### config.mk
export PLATFORM = sky130hd
export DESIGN_NAME = rc_differential_drive_mixer
export DESIGN_NICKNAME = d
export VERILOG_FILES = /design/src/hdl/rcdd_pkg.sv /design/src/hdl/rc_differential_drive_mixer.sv
export SDC_FILE = /design/constraint.sdc
export NUM_CORES = 1
export LEC_CHECK = 0
export BUFFER_PORTS_ARGS = -buffer_cell sky130_fd_sc_hd__buf_2
export CORE_MARGIN = 8
export CORE_UTILIZATION = 40
export CTS_CLUSTER_SIZE = 24
export DETAILED_ROUTE_END_ITERATION = 10
export GPL_TIMING_DRIVEN = 0
export SYNTH_ARGS = -nofsm -noshare
export SYNTH_HDL_FRONTEND = slang
export SYNTH_SLANG_ARGS = --single-unit
### constraint.sdc
create_clock -name i_clk -period 17.8 [get_ports i_clk]
set_clock_uncertainty 0.15 [all_clocks]
set_input_delay 5.34 -clock i_clk [delete_from_list [all_inputs] [get_ports i_clk]]
set_output_delay 5.34 -clock i_clk [all_outputs]
set_load 0.01 [all_outputs]
### src/hdl/rcdd_pkg.sv
// Shared constants, types and coefficient tables for the differential-drive mixer.
// Depends on nothing; imported by rc_differential_drive_mixer.
`timescale 1ns / 1ps

package rcdd_pkg;

    // Widths of the radio channels and of the fixed-point coefficients.
    localparam int CHANNEL_WIDTH  = 10;
    localparam int COEF_FRAC_BITS = 16;

    // Configuration register widths.
    localparam int LIMIT_WIDTH  = 15;
    localparam int THRESH_WIDTH = 10;
    localparam int SPEED_WIDTH  = 16;

    // Configuration port.
    localparam int CFG_INDEX_WIDTH = 2;
    localparam int CFG_DATA_WIDTH  = LIMIT_WIDTH;

    // Register indexes on the configuration port.
    localparam logic [CFG_INDEX_WIDTH-1:0] REG_WHEEL_LIMIT = 2'd0;
    localparam logic [CFG_INDEX_WIDTH-1:0] REG_LEVEL_HIGH  = 2'd1;
    localparam logic [CFG_INDEX_WIDTH-1:0] REG_LEVEL_LOW   = 2'd2;

    // Reset values of the configuration registers.
    localparam logic [LIMIT_WIDTH-1:0]  RST_WHEEL_LIMIT = 15'd200;
    localparam logic [THRESH_WIDTH-1:0] RST_LEVEL_HIGH  = 10'sd50;
    localparam logic [THRESH_WIDTH-1:0] RST_LEVEL_LOW   = -10'sd50;

    // Result action codes.
    typedef logic [1:0] t_action;
    localparam t_action ACT_NONE  = 2'd0;
    localparam t_action ACT_DRIVE = 2'd1;
    localparam t_action ACT_STOP  = 2'd2;

    // Speed level codes, also the index into the coefficient tables.
    typedef logic [1:0] t_level;
    localparam t_level LVL_LOW  = 2'd0;
    localparam t_level LVL_MID  = 2'd1;
    localparam t_level LVL_HIGH = 2'd2;
    localparam int     NUM_LEVELS = 3;

    // Coefficients are kept in Q24 and reduced to Q(COEF_FRAC_BITS).
    localparam int BASE_FRAC  = 24;
    localparam int Q24_WIDTH  = 25;
    localparam int COEF_SHIFT = BASE_FRAC - COEF_FRAC_BITS;
    localparam int COEF_WIDTH = COEF_FRAC_BITS + 1;

    // Reduce a Q24 coefficient, rounding half up.
    function automatic logic [COEF_WIDTH-1:0] coef_round(input logic [Q24_WIDTH-1:0] q);
        logic [Q24_WIDTH:0] t;
        t = (({1'b0, q} << 1) >> COEF_SHIFT) + 1'b1;
        return COEF_WIDTH'(t >> 1);
    endfunction

    // Linear coefficient Lv*9.549724/20 and angular Av*0.26*9.549724/20 per level.
    localparam logic [COEF_WIDTH-1:0] LIN_COEF [NUM_LEVELS] = '{
        coef_round(25'd4005445), coef_round(25'd8010889), coef_round(25'd20027223)
    };
    localparam logic [COEF_WIDTH-1:0] ANG_COEF [NUM_LEVELS] = '{
        coef_round(25'd2082831), coef_round(25'd4165662), coef_round(25'd6248494)
    };

endpackage

### src/hdl/rc_differential_drive_mixer.sv
// Radio-control differential-drive mixer: level select, unicycle mixing, round and clamp.
// Depends on rcdd_pkg for widths, codes and the coefficient tables.
`timescale 1ns / 1ps

//  Channel   Direction  Handshake                  Payload
//  in        input      i_in_valid / o_in_ready    req_type, link_ok, four channels
//  out       output     o_out_valid / i_out_ready  action, right_speed, left_speed
//  cfg       input      i_cfg_valid / o_cfg_ready  cfg_index, cfg_data
//
//  Each item passes an input register and then a result register, with the
//  single multiply-add-round-clamp pass between the two; one item per cycle
//  sustained while the output is not stalled.
//  Reset is synchronous, active low; the stop flag resets to set.
//  A stalled output holds its result; the input register keeps taking items
//  until both stages are full.
module rc_differential_drive_mixer (
    input  logic                                   i_clk,
    input  logic                                   i_rst_n,
    // Input item channel
    input  logic                                   i_in_valid,
    output logic                                   o_in_ready,
    input  logic                                   i_req_type,
    input  logic                                   i_link_ok,
    input  logic signed [rcdd_pkg::CHANNEL_WIDTH-1:0] i_yaw_channel,
    input  logic signed [rcdd_pkg::CHANNEL_WIDTH-1:0] i_throttle_channel,
    input  logic signed [rcdd_pkg::CHANNEL_WIDTH-1:0] i_arm_channel,
    input  logic signed [rcdd_pkg::CHANNEL_WIDTH-1:0] i_level_channel,
    // Result channel
    output logic                                   o_out_valid,
    input  logic                                   i_out_ready,
    output rcdd_pkg::t_action                      o_action,
    output logic signed [rcdd_pkg::SPEED_WIDTH-1:0]  o_right_speed,
    output logic signed [rcdd_pkg::SPEED_WIDTH-1:0]  o_left_speed,
    // Configuration channel
    input  logic                                   i_cfg_valid,
    output logic                                   o_cfg_ready,
    input  logic [rcdd_pkg::CFG_INDEX_WIDTH-1:0]   i_cfg_index,
    input  logic [rcdd_pkg::CFG_DATA_WIDTH-1:0]    i_cfg_data
);

    import rcdd_pkg::*;

    localparam int CMP_WIDTH   = (CHANNEL_WIDTH > THRESH_WIDTH) ? CHANNEL_WIDTH + 1
                                                                : THRESH_WIDTH + 1;
    localparam int PROD_WIDTH  = COEF_WIDTH + 1 + CHANNEL_WIDTH;
    localparam int SUM_WIDTH   = PROD_WIDTH + 1;
    localparam int Q_WIDTH     = SUM_WIDTH + 1 - COEF_FRAC_BITS;
    localparam int CLAMP_WIDTH = (Q_WIDTH > LIMIT_WIDTH) ? Q_WIDTH : LIMIT_WIDTH;

    // Configuration registers
    logic [LIMIT_WIDTH-1:0]         r_wheel_limit;
    logic signed [THRESH_WIDTH-1:0] r_level_high;
    logic signed [THRESH_WIDTH-1:0] r_level_low;

    // Input stage
    logic                            r_s1_vld;
    logic                            r_req_type;
    logic                            r_link_ok;
    logic signed [CHANNEL_WIDTH-1:0] r_yaw;
    logic signed [CHANNEL_WIDTH-1:0] r_throttle;
    logic signed [CHANNEL_WIDTH-1:0] r_arm;
    logic signed [CHANNEL_WIDTH-1:0] r_level;

    // Result stage and state
    logic                          r_out_vld;
    t_action                       r_action;
    logic signed [SPEED_WIDTH-1:0] r_right;
    logic signed [SPEED_WIDTH-1:0] r_left;
    logic                          r_stop_issued;

    // Datapath and control signals
    logic                          w_out_load;
    logic                          w_s1_advance;
    logic                          w_in_xfer;
    logic signed [CMP_WIDTH-1:0]   w_lvl_ext;
    logic signed [CMP_WIDTH-1:0]   w_hi_ext;
    logic signed [CMP_WIDTH-1:0]   w_lo_ext;
    t_level                        w_sel;
    logic signed [COEF_WIDTH:0]    w_kl;
    logic signed [COEF_WIDTH:0]    w_ka;
    logic signed [PROD_WIDTH-1:0]  w_prod_lin;
    logic signed [PROD_WIDTH-1:0]  w_prod_ang;
    logic signed [SUM_WIDTH-1:0]   w_sum_left;
    logic signed [SUM_WIDTH-1:0]   w_sum_right;
    logic [LIMIT_WIDTH-1:0]        w_mag_left;
    logic [LIMIT_WIDTH-1:0]        w_mag_right;
    t_action                       n_action;
    logic signed [SPEED_WIDTH-1:0] n_right;
    logic signed [SPEED_WIDTH-1:0] n_left;
    logic                          n_stop_issued;

    // Round a sum to an integer half away from zero and clamp its magnitude.
    function automatic logic [LIMIT_WIDTH-1:0] round_mag(
        input logic signed [SUM_WIDTH-1:0] sum,
        input logic [LIMIT_WIDTH-1:0]      lim
    );
        logic [SUM_WIDTH-1:0]   mag;
        logic [SUM_WIDTH:0]     biased;
        logic [CLAMP_WIDTH-1:0] q;
        logic [CLAMP_WIDTH-1:0] lim_ext;
        mag     = sum[SUM_WIDTH-1] ? SUM_WIDTH'(-sum) : SUM_WIDTH'(sum);
        biased  = {1'b0, mag} + ((SUM_WIDTH+1)'(1) << (COEF_FRAC_BITS - 1));
        q       = CLAMP_WIDTH'(biased >> COEF_FRAC_BITS);
        lim_ext = CLAMP_WIDTH'(lim);
        return (q > lim_ext) ? lim : LIMIT_WIDTH'(q);
    endfunction

    // Pipeline handshake: the result register loads when empty or drained.
    assign w_out_load   = !r_out_vld || i_out_ready;
    assign w_s1_advance = r_s1_vld && w_out_load;
    assign o_in_ready   = !r_s1_vld || w_out_load;
    assign w_in_xfer    = i_in_valid && o_in_ready;
    assign o_cfg_ready  = 1'b1;

    // Configuration writes; an index beyond the list is ignored.
    always_ff @(posedge i_clk) begin
        if (!i_rst_n) begin
            r_wheel_limit <= RST_WHEEL_LIMIT;
            r_level_high  <= RST_LEVEL_HIGH;
            r_level_low   <= RST_LEVEL_LOW;
        end else if (i_cfg_valid) begin
            unique case (i_cfg_index)
                REG_WHEEL_LIMIT: r_wheel_limit <= i_cfg_data[LIMIT_WIDTH-1:0];
                REG_LEVEL_HIGH:  r_level_high  <= i_cfg_data[THRESH_WIDTH-1:0];
                REG_LEVEL_LOW:   r_level_low   <= i_cfg_data[THRESH_WIDTH-1:0];
                default: ;
            endcase
        end
    end

    // Input register.
    always_ff @(posedge i_clk) begin
        if (!i_rst_n) begin
            r_s1_vld <= 1'b0;
        end else if (o_in_ready) begin
            r_s1_vld <= i_in_valid;
        end
    end

    always_ff @(posedge i_clk) begin
        if (w_in_xfer) begin
            r_req_type <= i_req_type;
            r_link_ok  <= i_link_ok;
            r_yaw      <= i_yaw_channel;
            r_throttle <= i_throttle_channel;
            r_arm      <= i_arm_channel;
            r_level    <= i_level_channel;
        end
    end

    // Speed level: the high test wins over the low test.
    always_comb begin
        w_lvl_ext = CMP_WIDTH'(r_level);
        w_hi_ext  = CMP_WIDTH'(r_level_high);
        w_lo_ext  = CMP_WIDTH'(r_level_low);
        if (w_lvl_ext > w_hi_ext) begin
            w_sel = LVL_HIGH;
        end else if (w_lvl_ext < w_lo_ext) begin
            w_sel = LVL_LOW;
        end else begin
            w_sel = LVL_MID;
        end
    end

    // Unicycle mixing: left = Klin*thr - Kang*yaw, right = Klin*thr + Kang*yaw.
    assign w_kl        = $signed({1'b0, LIN_COEF[w_sel]});
    assign w_ka        = $signed({1'b0, ANG_COEF[w_sel]});
    assign w_prod_lin  = w_kl * r_throttle;
    assign w_prod_ang  = w_ka * r_yaw;
    assign w_sum_left  = SUM_WIDTH'(w_prod_lin) - SUM_WIDTH'(w_prod_ang);
    assign w_sum_right = SUM_WIDTH'(w_prod_lin) + SUM_WIDTH'(w_prod_ang);
    assign w_mag_left  = round_mag(w_sum_left, r_wheel_limit);
    assign w_mag_right = round_mag(w_sum_right, r_wheel_limit);

    // Command decision and wheel outputs; the right wheel is negated.
    always_comb begin
        n_action      = ACT_NONE;
        n_right       = '0;
        n_left        = '0;
        n_stop_issued = r_stop_issued;
        if (!r_link_ok) begin
            if (!r_stop_issued) begin
                n_action      = ACT_STOP;
                n_stop_issued = 1'b1;
            end
        end else if (!r_req_type && !r_arm[CHANNEL_WIDTH-1]) begin
            n_action      = ACT_DRIVE;
            n_stop_issued = 1'b0;
            n_left  = w_sum_left[SUM_WIDTH-1]  ? -SPEED_WIDTH'(w_mag_left)
                                               :  SPEED_WIDTH'(w_mag_left);
            n_right = w_sum_right[SUM_WIDTH-1] ?  SPEED_WIDTH'(w_mag_right)
                                               : -SPEED_WIDTH'(w_mag_right);
        end
    end

    // Result register and stop flag.
    always_ff @(posedge i_clk) begin
        if (!i_rst_n) begin
            r_out_vld     <= 1'b0;
            r_stop_issued <= 1'b1;
        end else begin
            if (w_out_load) begin
                r_out_vld <= r_s1_vld;
            end
            if (w_s1_advance) begin
                r_stop_issued <= n_stop_issued;
            end
        end
    end

    always_ff @(posedge i_clk) begin
        if (w_s1_advance) begin
            r_action <= n_action;
            r_right  <= n_right;
            r_left   <= n_left;
        end
    end

    assign o_out_valid   = r_out_vld;
    assign o_action      = r_action;
    assign o_right_speed = r_right;
    assign o_left_speed  = r_left;

endmodule
==> out/qor.txt <==
final setup fails - 0
final slew viol count - 0
vias in the first global route - 16,147
via count - 16,223
die area - 54,800 um2
largest net degree at the start of global routing - 35
kind of critical path - reg2reg
commonest register cell after synthesis - edfxtp_1
synthesized area - 19,000 um2
Crit. Startpoint - r_level_high[9]$_SDFFE_PN0P_
TritonCTS Buffers - 9
relative slew slack - 7.00%
antenna violations before repair - 1
CP endpoint kind - flop
Max Freq - 59.8 MHz
Clk pin slew, worst setup/hold paths - 0.08 ns
max-cap viol count - 0
Post-synth EDFFs - 67
Ports - 101
area of the multi-input gates - 14,600 um2
CP Launch Type - flop
CP max stage cell - clkbuf_1
IO buf count - 89
H-tree depth - 3
Final Hold Viols - 0
status - completed
vias per cell - 5.46
starting density of the core - 40.2%
RD Place Congestion - 0.942
Seq/Total Area, Yosys - 14.6%
CTS tree - done
placed inst area - 20,300 um2
CORE AREA - 47,300 um2
Worst Hold Class - reg2reg
Area Overhead vs Synth - 8.50%
Root Driver - clkbuf_16
die width - 234 um
Post-synth ARST share - 0%
GR Overflow Total - 0
placed insts - 2,953
TritonCTS Sinks - 105
distinct cell type count of the synthesized netlist - 98
Post-Syn Instances - 2,245
Critical Path AT - 16.70 ns
Wirelength per Cell - 18.1 um
clk buf depth - 2
RR Endpoint - o_right_speed[11]$_SDFFCE_PN0P_
flip-flop and latch area - 2770 um2
drt drc - 0
Die Height - 234 um
r2r startpoint - r_level_high[9]$_SDFFE_PN0P_
wire length after detailed routing - 53.7 mm
cts hold-fix bufs - 0
Max FO, Critical Path - 10
DP Worst Slack - -0.128 ns
syn_area_per_cell - 8.47 um2
Iter 0 DRT Violations - 930
Finished Cell Area - 20,600 um2
antenna viol nets, final - 0
Fillers - 4,715
share of cells above drive strength 1 - 8.11%
crit path time final - 16.72 ns
CP required - 17.78 ns
Yosys Warn Count - 0
crit path to - o_right_speed[11]$_SDFFCE_PN0P_
post-detail-place hpwl - 45.9 mm
period utilization - 93.9%
most used cell, CP - inv_1
first-pass GRT wire length - 85.6 mm
fin cells - 2,971
largest cells by area after synthesis - ha_1 18%, fa_1 17%, edfxtp_1 11%
Ant. Diodes - 0
RSZ-0062 raised after global routing - false
site row count - 80
worst reg2reg path depth - 57
CP peak stage delay - 0.59 ns
Worst Tran Pin Value - 1.39 ns
area leader, netlist - ha_1
#FFs+latches synth - 105
fin worst setup slack - 1.08 ns
Reg2Reg Setup Slack - 1.08 ns
Initial DRT Pass Iterations - 5
Synth top area share - 18.1%
Skew-Pair Late Insertion Delay - 0.39 ns
final net count - 2,854
gr usage total - 19.7%
-- through the flow --
stage,hold WS [ns],setup TNS [ns],utilization (%)
detailed placement,0.312,-0.419,42.8
floorplan,0.292,0,-
global route,0.364,0,43.6
finish,0.320,0,43.6
CTS,0.324,0,43.5
global placement,0.304,-0.00291,42.8
-- layer usage --
metal	up-vias	part of all wire, %	GRT usage [%]
li1	7955	-	-
met1	7750	44	24.6
met2	427	48	34.3
met3	91	4.0	2.38
met4	0	3.7	7.75
met5	-	0	0
-- critical path: cells and delay by family, from the launching register on --
family	cells	cell delay, ns
adders and majority gates	10	4.11
AOI/OAI and AO/OA	22	5.80
xor gates and xnor gates	3	0.55
muxes	1	0.33
and+or+nand+nor	10	2.29
DFF	1	0.38
buffers and inverters	11	2.82
-- synth_stat cells (8+ instances only) --
library cell	n
a211oi_1	22
or3_1	18
dfxtp_1	38
clkbuf_1	58
o211ai_1	31
or2_2	11
mux2i_1	13
nand3_1	33
o31ai_1	18
o21ai_1	13
a21oi_1	102
nand2b_1	14
xor2_1	34
a21boi_0	30
o21ai_0	55
fa_1	164
and3_1	21
a2111oi_0	8
edfxtp_1	67
and2_1	17
nand4_1	18
nor3_1	38
o21bai_1	18
nor2_1	194
a21o_1	20
inv_1	363
o2111ai_1	12
o21a_1	29
ha_1	275
a31oi_1	29
nand2_1	167
a211o_1	9
nor2b_1	25
xnor2_1	84
nor4_1	24
buf_2	11
-- area by class of cell --
class / count / share of cell area, %
Multi-Input combinational cell: 1700 / 70.8
Sequential cell: 105 / 13.4
Inverter: 367 / 6.67
Tap cell: 615 / 3.73
Timing Repair Buffer: 91 / 2.23
Buffer: 77 / 1.60
Clock buffer: 9 / 1.09
Clock inverter: 7 / 0.455
-- placed cells by master, fill, tap and decap left out, types with 23 or more instances in the layout --
cell and n:
inv_1 363, ha_1 275, nor2_1 193, nand2_1 167
fa_1 164, a21oi_1 102, buf_2 100, xnor2_1 84
edfxtp_1 67, o21ai_0 55, clkbuf_1 51, nor3_1 38
dfxtp_1 38, xor2_1 34, nand3_1 33, o211ai_1 31
a21boi_0 30, o21a_1 29, a31oi_1 29, nor2b_1 25
nor4_1 23
-- how the worst min path moves through the flow --
| stage | cells past startpoint | endpoint | startpoint |
|---|---|---|---|
| after floorplan | 2 | r_stop_issued$_SDFFE_PN1P_ | r_stop_issued$_SDFFE_PN1P_ |
| after global placement | 2 | r_stop_issued$_SDFFE_PN1P_ | r_stop_issued$_SDFFE_PN1P_ |
| after detailed placement | 2 | r_level_high[3]$_SDFFE_PN0P_ | r_level_high[3]$_SDFFE_PN0P_ |
| after CTS | 2 | r_level_high[3]$_SDFFE_PN0P_ | r_level_high[3]$_SDFFE_PN0P_ |
| after global routing | 2 | r_level_low[5]$_SDFFE_PN0P_ | r_level_low[5]$_SDFFE_PN0P_ |
| final | 2 | r_level_high[3]$_SDFFE_PN0P_ | r_level_high[3]$_SDFFE_PN0P_ |
-- logic make-up after synthesis --
| family | count (synthesis) | synth area share [%] |
|---|---|---|
| xor gates and xnor gates | 118 | 5.43 |
| and+or+nand+nor | 625 | 16.0 |
| buffers and inverters | 444 | 8.91 |
| DFF | 105 | 14.6 |
| AOI/OAI and AO/OA | 489 | 18.4 |
| muxes | 23 | 1.35 |
| other | 2 | 0.0395 |
| adders and majority gates | 439 | 35.3 |
-- what timing repair did --
action	4_1_cts	5_1_grt
gates resized for setup	2	21
setup endpoints to repair	4	27
buffers inserted	0	2
-- sequential cells by signal, summed over array words and instances (netlist names), 2 cells and up --
name and count:
r_yaw 10, r_level_high 10, r_wheel_limit 15, o_left_speed 16, o_right_speed 16, r_level 10, r_throttle 10, r_level_low 10
o_action 2
Power is left out: the tool's default activity adds up to more than one toggle a clock period on the data nets, which glitch-free logic cannot reach.
